<file path="src/design/dbn_pkg.sv">
// shared types, codes and defaults for the multichannel input debouncer
`default_nettype none
package dbn_pkg;

  localparam int CHANNELS_DEF   = 8;
  localparam int TICK_WIDTH_DEF = 32;

  localparam int MASK_W   = 8;
  localparam int SETTLE_W = 16;
  localparam int CFG_W    = 16;
  localparam int CFG_IDX_W = 1;

  localparam logic [MASK_W-1:0]   INVERT_MASK_RST  = 8'hFF;
  localparam logic [SETTLE_W-1:0] SETTLE_TICKS_RST = 16'd30;

  typedef enum logic [CFG_IDX_W-1:0] {
    CFG_INVERT_MASK  = 1'b0,
    CFG_SETTLE_TICKS = 1'b1
  } cfg_idx_t;

  typedef enum logic [1:0] {
    HOLD_NONE     = 2'd0,
    HOLD_PRESSED  = 2'd1,
    HOLD_RELEASED = 2'd2
  } hold_t;

  typedef enum logic [1:0] {
    EDGE_NONE    = 2'd0,
    EDGE_PRESS   = 2'd1,
    EDGE_RELEASE = 2'd2
  } edge_t;

  typedef struct packed {
    logic [2:0]  channel;
    logic        raw_level;
    logic [31:0] now_tick;
  } in_word_t;

  typedef struct packed {
    logic [1:0] hold_status;
    logic [1:0] edge_event;
  } out_word_t;

endpackage
`default_nettype wire

</file>
<file path="src/design/dbn_core.sv">
// per-channel debounce state and its read-modify-write update
`default_nettype none
module dbn_core
  import dbn_pkg::*;
#(
  parameter int CHANNELS   = CHANNELS_DEF,
  parameter int TICK_WIDTH = TICK_WIDTH_DEF
) (
  input  wire logic                clk,
  input  wire logic                rst_n,
  input  wire logic                upd_en,
  input  wire in_word_t            item,
  input  wire logic [MASK_W-1:0]   invert_mask,
  input  wire logic [SETTLE_W-1:0] settle_ticks,
  output out_word_t                result
);

  localparam int IDX_W = (CHANNELS > 1) ? $clog2(CHANNELS) : 1;
  localparam int CMP_W = (TICK_WIDTH > SETTLE_W) ? TICK_WIDTH : SETTLE_W;

  logic                  prev_active_r [CHANNELS];
  logic                  settled_r     [CHANNELS];
  logic [TICK_WIDTH-1:0] change_tick_r [CHANNELS];
  hold_t                 held_state_r  [CHANNELS];
  edge_t                 last_edge_r   [CHANNELS];

  logic [IDX_W-1:0]      idx;
  logic                  ch_ok;
  logic                  active;
  logic [TICK_WIDTH-1:0] now_t;
  logic [TICK_WIDTH-1:0] elapsed;
  logic                  changed;
  logic                  settle_now;
  edge_t                 new_edge;
  hold_t                 new_hold;
  logic                  emit;

  always_comb begin
    idx        = IDX_W'(item.channel);
    ch_ok      = (int'(item.channel) < CHANNELS);
    active     = item.raw_level ^ invert_mask[item.channel];
    now_t      = TICK_WIDTH'(item.now_tick);
    changed    = (active != prev_active_r[idx]);
    elapsed    = now_t - change_tick_r[idx];
    // a fresh change blocks settling and restarts elapsed time from zero at its tick
    settle_now = ch_ok && !changed && !settled_r[idx] &&
                 (CMP_W'(elapsed) > CMP_W'(settle_ticks));
    new_edge   = active ? EDGE_PRESS : EDGE_RELEASE;
    new_hold   = active ? HOLD_PRESSED : HOLD_RELEASED;
    emit       = settle_now && (last_edge_r[idx] != new_edge);

    if (!ch_ok) begin
      result.hold_status = HOLD_NONE;
    end else if (settle_now) begin
      result.hold_status = new_hold;
    end else begin
      result.hold_status = held_state_r[idx];
    end
    result.edge_event = emit ? new_edge : EDGE_NONE;
  end

  always_ff @(posedge clk) begin
    if (!rst_n) begin
      for (int i = 0; i < CHANNELS; i++) begin
        prev_active_r[i] <= 1'b0;
        settled_r[i]     <= 1'b0;
        change_tick_r[i] <= '0;
        held_state_r[i]  <= HOLD_NONE;
        last_edge_r[i]   <= EDGE_NONE;
      end
    end else if (upd_en && ch_ok) begin
      prev_active_r[idx] <= active;
      if (changed) begin
        change_tick_r[idx] <= now_t;
        settled_r[idx]     <= 1'b0;
      end else if (settle_now) begin
        settled_r[idx]    <= 1'b1;
        held_state_r[idx] <= new_hold;
        if (emit) begin
          last_edge_r[idx] <= new_edge;
        end
      end
    end
  end

endmodule
`default_nettype wire

</file>
<file path="src/design/multichannel_input_debouncer.sv">
// top level of the multichannel input debouncer: handshakes, config registers, result register
//
// usage
//   each input word is one poll of one channel: channel number, raw pin level and the
//   free running tick count at the time of the poll
//   each poll yields exactly one output word: the channel's held status (none, pressed,
//   released) and an edge event (none, press, release) when the channel has just settled
//   to a level different from the last edge reported on it
//   cfg port writes invert_mask (index 0) and settle_ticks (index 1); the user must write
//   them only while idle, the block itself does not enforce it
// timing
//   an accepted word is held in the input register, then passes through the channel state
//   read-modify-write into the result register, which drives out_valid
//   throughput is one word per cycle while out_stall is low; polls of the same channel may
//   follow back to back since the state update lands at the same edge the result is captured
// reset
//   synchronous active low: all channel state cleared, invert_mask = 0xff,
//   settle_ticks = 30, both pipeline stages empty
// stall
//   a stalled output word holds; the input register keeps accepting while the output
//   register is free or being drained, and in_stall rises only when both are full
`default_nettype none
module multichannel_input_debouncer
  import dbn_pkg::*;
#(
  parameter int CHANNELS   = CHANNELS_DEF,
  parameter int TICK_WIDTH = TICK_WIDTH_DEF
) (
  input  wire logic                 clk,
  input  wire logic                 rst_n,
  // poll words
  input  wire logic                 in_valid,
  output logic                      in_stall,
  input  wire in_word_t             in_word,
  // result words
  output logic                      out_valid,
  input  wire logic                 out_stall,
  output out_word_t                 out_word,
  // register writes
  input  wire logic                 cfg_we,
  input  wire logic [CFG_IDX_W-1:0] cfg_addr,
  input  wire logic [CFG_W-1:0]     cfg_wdata
);

  // configuration registers
  logic [MASK_W-1:0]   invert_mask_r;
  logic [SETTLE_W-1:0] settle_ticks_r;

  // input stage
  logic     s1_valid_r, s1_valid_nxt;
  in_word_t s1_word_r;

  // output stage
  logic      out_valid_r, out_valid_nxt;
  out_word_t out_word_r;
  out_word_t core_result;

  logic advance;
  logic s1_load;

  // output register frees up when empty or being taken this cycle
  assign advance  = !out_valid_r || !out_stall;
  assign in_stall = s1_valid_r && !advance;
  assign s1_load  = in_valid && !in_stall;

  always_comb begin
    // an empty input register still fills while the output is held
    s1_valid_nxt  = s1_valid_r || s1_load;
    out_valid_nxt = out_valid_r;
    if (advance) begin
      out_valid_nxt = s1_valid_r;
      s1_valid_nxt  = s1_load;
    end
  end

  // register write decode
  always_ff @(posedge clk) begin
    if (!rst_n) begin
      invert_mask_r  <= INVERT_MASK_RST;
      settle_ticks_r <= SETTLE_TICKS_RST;
    end else if (cfg_we) begin
      unique case (cfg_idx_t'(cfg_addr))
        CFG_INVERT_MASK:  invert_mask_r  <= cfg_wdata[MASK_W-1:0];
        CFG_SETTLE_TICKS: settle_ticks_r <= cfg_wdata[SETTLE_W-1:0];
        default: ;
      endcase
    end
  end

  always_ff @(posedge clk) begin
    if (!rst_n) begin
      s1_valid_r  <= 1'b0;
      out_valid_r <= 1'b0;
    end else begin
      s1_valid_r  <= s1_valid_nxt;
      out_valid_r <= out_valid_nxt;
    end
  end

  // payload registers, no reset needed
  always_ff @(posedge clk) begin
    if (s1_load) begin
      s1_word_r <= in_word;
    end
    if (advance && s1_valid_r) begin
      out_word_r <= core_result;
    end
  end

  // channel state updates exactly when the word moves into the output register
  dbn_core #(
    .CHANNELS   (CHANNELS),
    .TICK_WIDTH (TICK_WIDTH)
  ) u_core (
    .clk          (clk),
    .rst_n        (rst_n),
    .upd_en       (advance && s1_valid_r),
    .item         (s1_word_r),
    .invert_mask  (invert_mask_r),
    .settle_ticks (settle_ticks_r),
    .result       (core_result)
  );

  assign out_valid = out_valid_r;
  assign out_word  = out_word_r;

endmodule
`default_nettype wire
</file>
<file path="config.mk">
export PLATFORM = sky130hd
export DESIGN_NAME = multichannel_input_debouncer
export DESIGN_NICKNAME = d
export VERILOG_FILES = /design/src/design/dbn_pkg.sv /design/src/design/dbn_core.sv /design/src/design/multichannel_input_debouncer.sv
export SDC_FILE = /design/constraint.sdc
export NUM_CORES = 1
export LEC_CHECK = 0
export ABC_AREA = 1
export BUFFER_PORTS_ARGS = -buffer_cell sky130_fd_sc_hd__buf_2
export CAP_MARGIN = 20
export CORE_ASPECT_RATIO = 0.8
export CORE_UTILIZATION = 66
export DETAILED_ROUTE_END_ITERATION = 8
export GPL_TIMING_DRIVEN = 0
export PLACE_DENSITY = 0.83
export REMOVE_ABC_BUFFERS = 1
export SYNTH_ARGS = -nofsm -noshare
export SYNTH_HDL_FRONTEND = slang
export SYNTH_SLANG_ARGS = --single-unit
</file>
<file path="constraint.sdc">
create_clock -name clk -period 6.6 [get_ports clk]
set_clock_uncertainty 0.1 [all_clocks]
set_input_delay 0.66 -clock clk [delete_from_list [all_inputs] [get_ports clk]]
set_output_delay 0.66 -clock clk [all_outputs]
set_load 0.005 [all_outputs]
</file>
==> summary.txt <==
Clock tree
  • Cts hold-fix bufs: 0
  • TritonCTS clock tree: yes
  • Longest Clk Path Bufs: 3
  • Clock Sinks: 373
  • CTS root buf: clkbuf_16
  • Post-CTS setup buffer count: 0
  • CTS clock-pin slew for the worst setup and hold paths: 0.06 ns
  • Clk_lat worst skew: 0.54 ns
  • Post-CTS Resized: 0
  • Htree depth: 2
  • CTS Buf Count: 36

Worst setup path
  • CP Buf/Inv Count: 3
  • CP peak stage delay: 0.70 ns
  • R2R setup slack: 0.76 ns
  • Critical path's top delay family: simple AND/OR/NAND/NOR gates
  • CP Launch Type: register
  • Slowest-stage cell, CP: inv_4
  • CP Data Arrival Time: 5.96 ns
  • Setup crit end kind: register
  • Path type of the worst setup path: register to register
  • Most used cell, CP: nand2_1
  • Worst R2R End: u_core.last_edge_r[6][0]$_SDFFCE_PN0P_
  • Max Fanout on Critical Path: 83
  • WP depth: 26
  • Required @ worst endpoint: 6.73 ns
  • CP endpoint: u_core.last_edge_r[6][0]$_SDFFCE_PN0P_
  • Reg2reg path depth: 26

Floorplan
  • Initial Utilization: 67.6%
  • Die W: 189 µm
  • Ports: 64
  • Core Footprint: 0.0274 mm²
  • Core Rows: 54
  • Die height: 152 µm
  • Die Area: 0.0288 mm²

GRT
  • Global-route wire length before repair: 79400 µm
  • Vias in the first global route: 14800
  • Gr usage total: 36.2%
  • Initial antenna violation count: 0
  • Grt ovf: 0
  • Pin count of the biggest net entering global routing: 105

Timing
  • Final Max Slew Viols: 0
  • Hold Fails Final Rpt: 0
  • Tcrit/Tclk final: 88.4%
  • Max Fclk: 0.171 GHz
  • Min Tclk post-route: 5.84 ns
  • Relative slew slack: 34.4%
  • RSZ-0062 raised after global routing: no
  • Setup violations, final: 0
  • Worst slew pin tran: 0.985 ns

Place
  • DPL Wire Length: 33100 µm
  • Port Buffer Count: 63
  • Placer Congestion: 0.969
  • # placed instances: 2423

Synth
  • EDFF count, synth: 328
  • YS warnings: 0
  • Mapped cell area: 0.0185 mm²
  • Post-Syn Area per Cell: 8.97 µm²
  • Sequential area share after synthesis: 58.0%
  • Count of state elements after synthesis: 373
  • Mapped Cells: 2067
  • Distinct cells, synth: 39
  • FFs w/ async S/R, synth: 0%
  • Most used DFF post-synth: edfxtp_1

Cells and area
  • Most frequent cells in the layout: 483 x nor2_1, 389 x nand2_1, 328 x edfxtp_1
  • Share of cells above drive strength 1: 8.24%
  • Diode count: 0
  • Register area: 0.0108 mm²
  • Area growth syn-to-layout: 10.9%
  • FILL cells: 1965
  • Most common cell after layout, fill and taps aside: nor2_1
  • Post-route insts no fill: 2487
  • Fin nets: 2205
  • Multi-input gate area: 0.00664 mm²
  • Core Util, Final: 74.9%

Drt
  • DRT Pass-1 Iters: 6
  • Iter 0 DRT Violations: 2062
  • Vias/cell: 6.12
  • Vias post-DR: 15200
  • ANT nets after route: 0
  • Avg WL per Cell: 20.9 µm
  • DRC errors left: 0
  • Total Routed Length: 52000 µm

Pwr
  • Pwr Total: 0.00581 W
  • Lkg Pwr: 8.93 nW
  • Pwr Density: 283 mW/mm²
  • VDD IR max: 0.214 mV

Min path
  • Worst min path class: input pin to register

Run status
  • Status: finished, final reports clean

Run
  • Max-cap violations: 0
-- flip-flops by register name, summed over array words and instances (netlist names), 4 cells and up, named ones only --
signal                flops
u_core.prev_active_r      8
u_core.settled_r          8
s1_word_r                36
out_word                  4
u_core.held_state_r      16
invert_mask_r             8
u_core.last_edge_r       16
u_core.change_tick_r    256
settle_ticks_r           16
-- synth_stat cells, types with 13 or more instances --
| library cell | instances | share of area [%] |
|---|---|---|
| nor3_1 | 13 | 0.35 |
| o21ai_0 | 189 | 5.1 |
| o22ai_1 | 35 | 1.2 |
| inv_1 | 199 | 4.0 |
| nand2_1 | 405 | 8.2 |
| o221ai_1 | 29 | 1.4 |
| clkbuf_1 | 51 | 1.0 |
| ha_1 | 49 | 3.3 |
| edfxtp_1 | 328 | 53 |
| a21oi_1 | 54 | 1.5 |
| nor2_1 | 483 | 9.8 |
| dfxtp_1 | 45 | 4.9 |
| buf_2 | 36 | 0.97 |
| nand3_1 | 69 | 1.9 |
-- per-stage QoR --
step / TNS, ns / hold slack [ns] / setup WS [ns] / cell area [µm²]
2_1_floorplan: -115.88 / 0.329 / -0.926 / 18100
3_3_place_gp: -2827.83 / 0.347 / -5.99 / 18900
3_5_place_dp: 0 / 0.358 / 0.952 / 19500
4_1_cts: 0 / 0.187 / 0.907 / 20600
5_1_grt: 0 / 0.186 / 0.424 / 20600
6_report: 0 / 0.187 / 0.764 / 20600
-- per-layer routing --
layer | share of wire (%) | routed length [µm] | vias to the layer above | GRT usage [%]
met5 | 0 | 0 | - | 0
met4 | 3.0 | 1580 | 0 | 14.0
met3 | 12 | 6320 | 134 | 6.93
met2 | 47 | 24200 | 1017 | 58.3
met1 | 38 | 19800 | 7096 | 48.9
li1 | - | - | 6964 | -
-- layout make-up --
| type | count | area share, % |
|---|---|---|
| sequential | 373 | 52.3 |
| multi-input combinational | 1393 | 32.3 |
| clock buffer | 39 | 4.44 |
| timing repair buffer | 86 | 4.03 |
| inverter | 207 | 3.82 |
| tap | 364 | 2.22 |
| clock inverter | 25 | 0.889 |
-- report_power, final --
group	leakage [nW]	switching (W)	internal [W]	total [W]
combinational	4.63	0.000764	0.000355	0.00112
clock	0.542	0.000894	0.00108	0.00198
sequential	3.76	0.0000494	0.00266	0.00271
-- how the worst min path moves through the flow --
| stage | from | endpoint | slack (ns) | cells after the start |
|---|---|---|---|---|
| finish | in_word[32] | s1_word_r[32]$_DFFE_PP_ | 0.19 | 1 |
| floorplan | invert_mask_r[1]$_SDFFE_PN1P_ | invert_mask_r[1]$_SDFFE_PN1P_ | 0.33 | 2 |
| CTS | in_word[32] | s1_word_r[32]$_DFFE_PP_ | 0.19 | 1 |
| detailed placement | invert_mask_r[2]$_SDFFE_PN1P_ | invert_mask_r[2]$_SDFFE_PN1P_ | 0.36 | 2 |
| global route | in_word[32] | s1_word_r[32]$_DFFE_PP_ | 0.19 | 1 |
| global placement | invert_mask_r[0]$_SDFFE_PN1P_ | invert_mask_r[0]$_SDFFE_PN1P_ | 0.35 | 2 |
-- cell families after synthesis --
| logic type | Yosys count | share of synthesized area (%) |
|---|---|---|
| flip-flops | 373 | 58.0 |
| AO/OA/AOI/OAI | 328 | 9.97 |
| adder cells (fa/ha/maj) | 50 | 3.42 |
| AND/OR/NAND/NOR | 1001 | 21.5 |
| buffers and inverters | 301 | 6.40 |
| XOR/XNOR | 14 | 0.662 |
No activity file was read; power rests on OpenSTA's default activity.
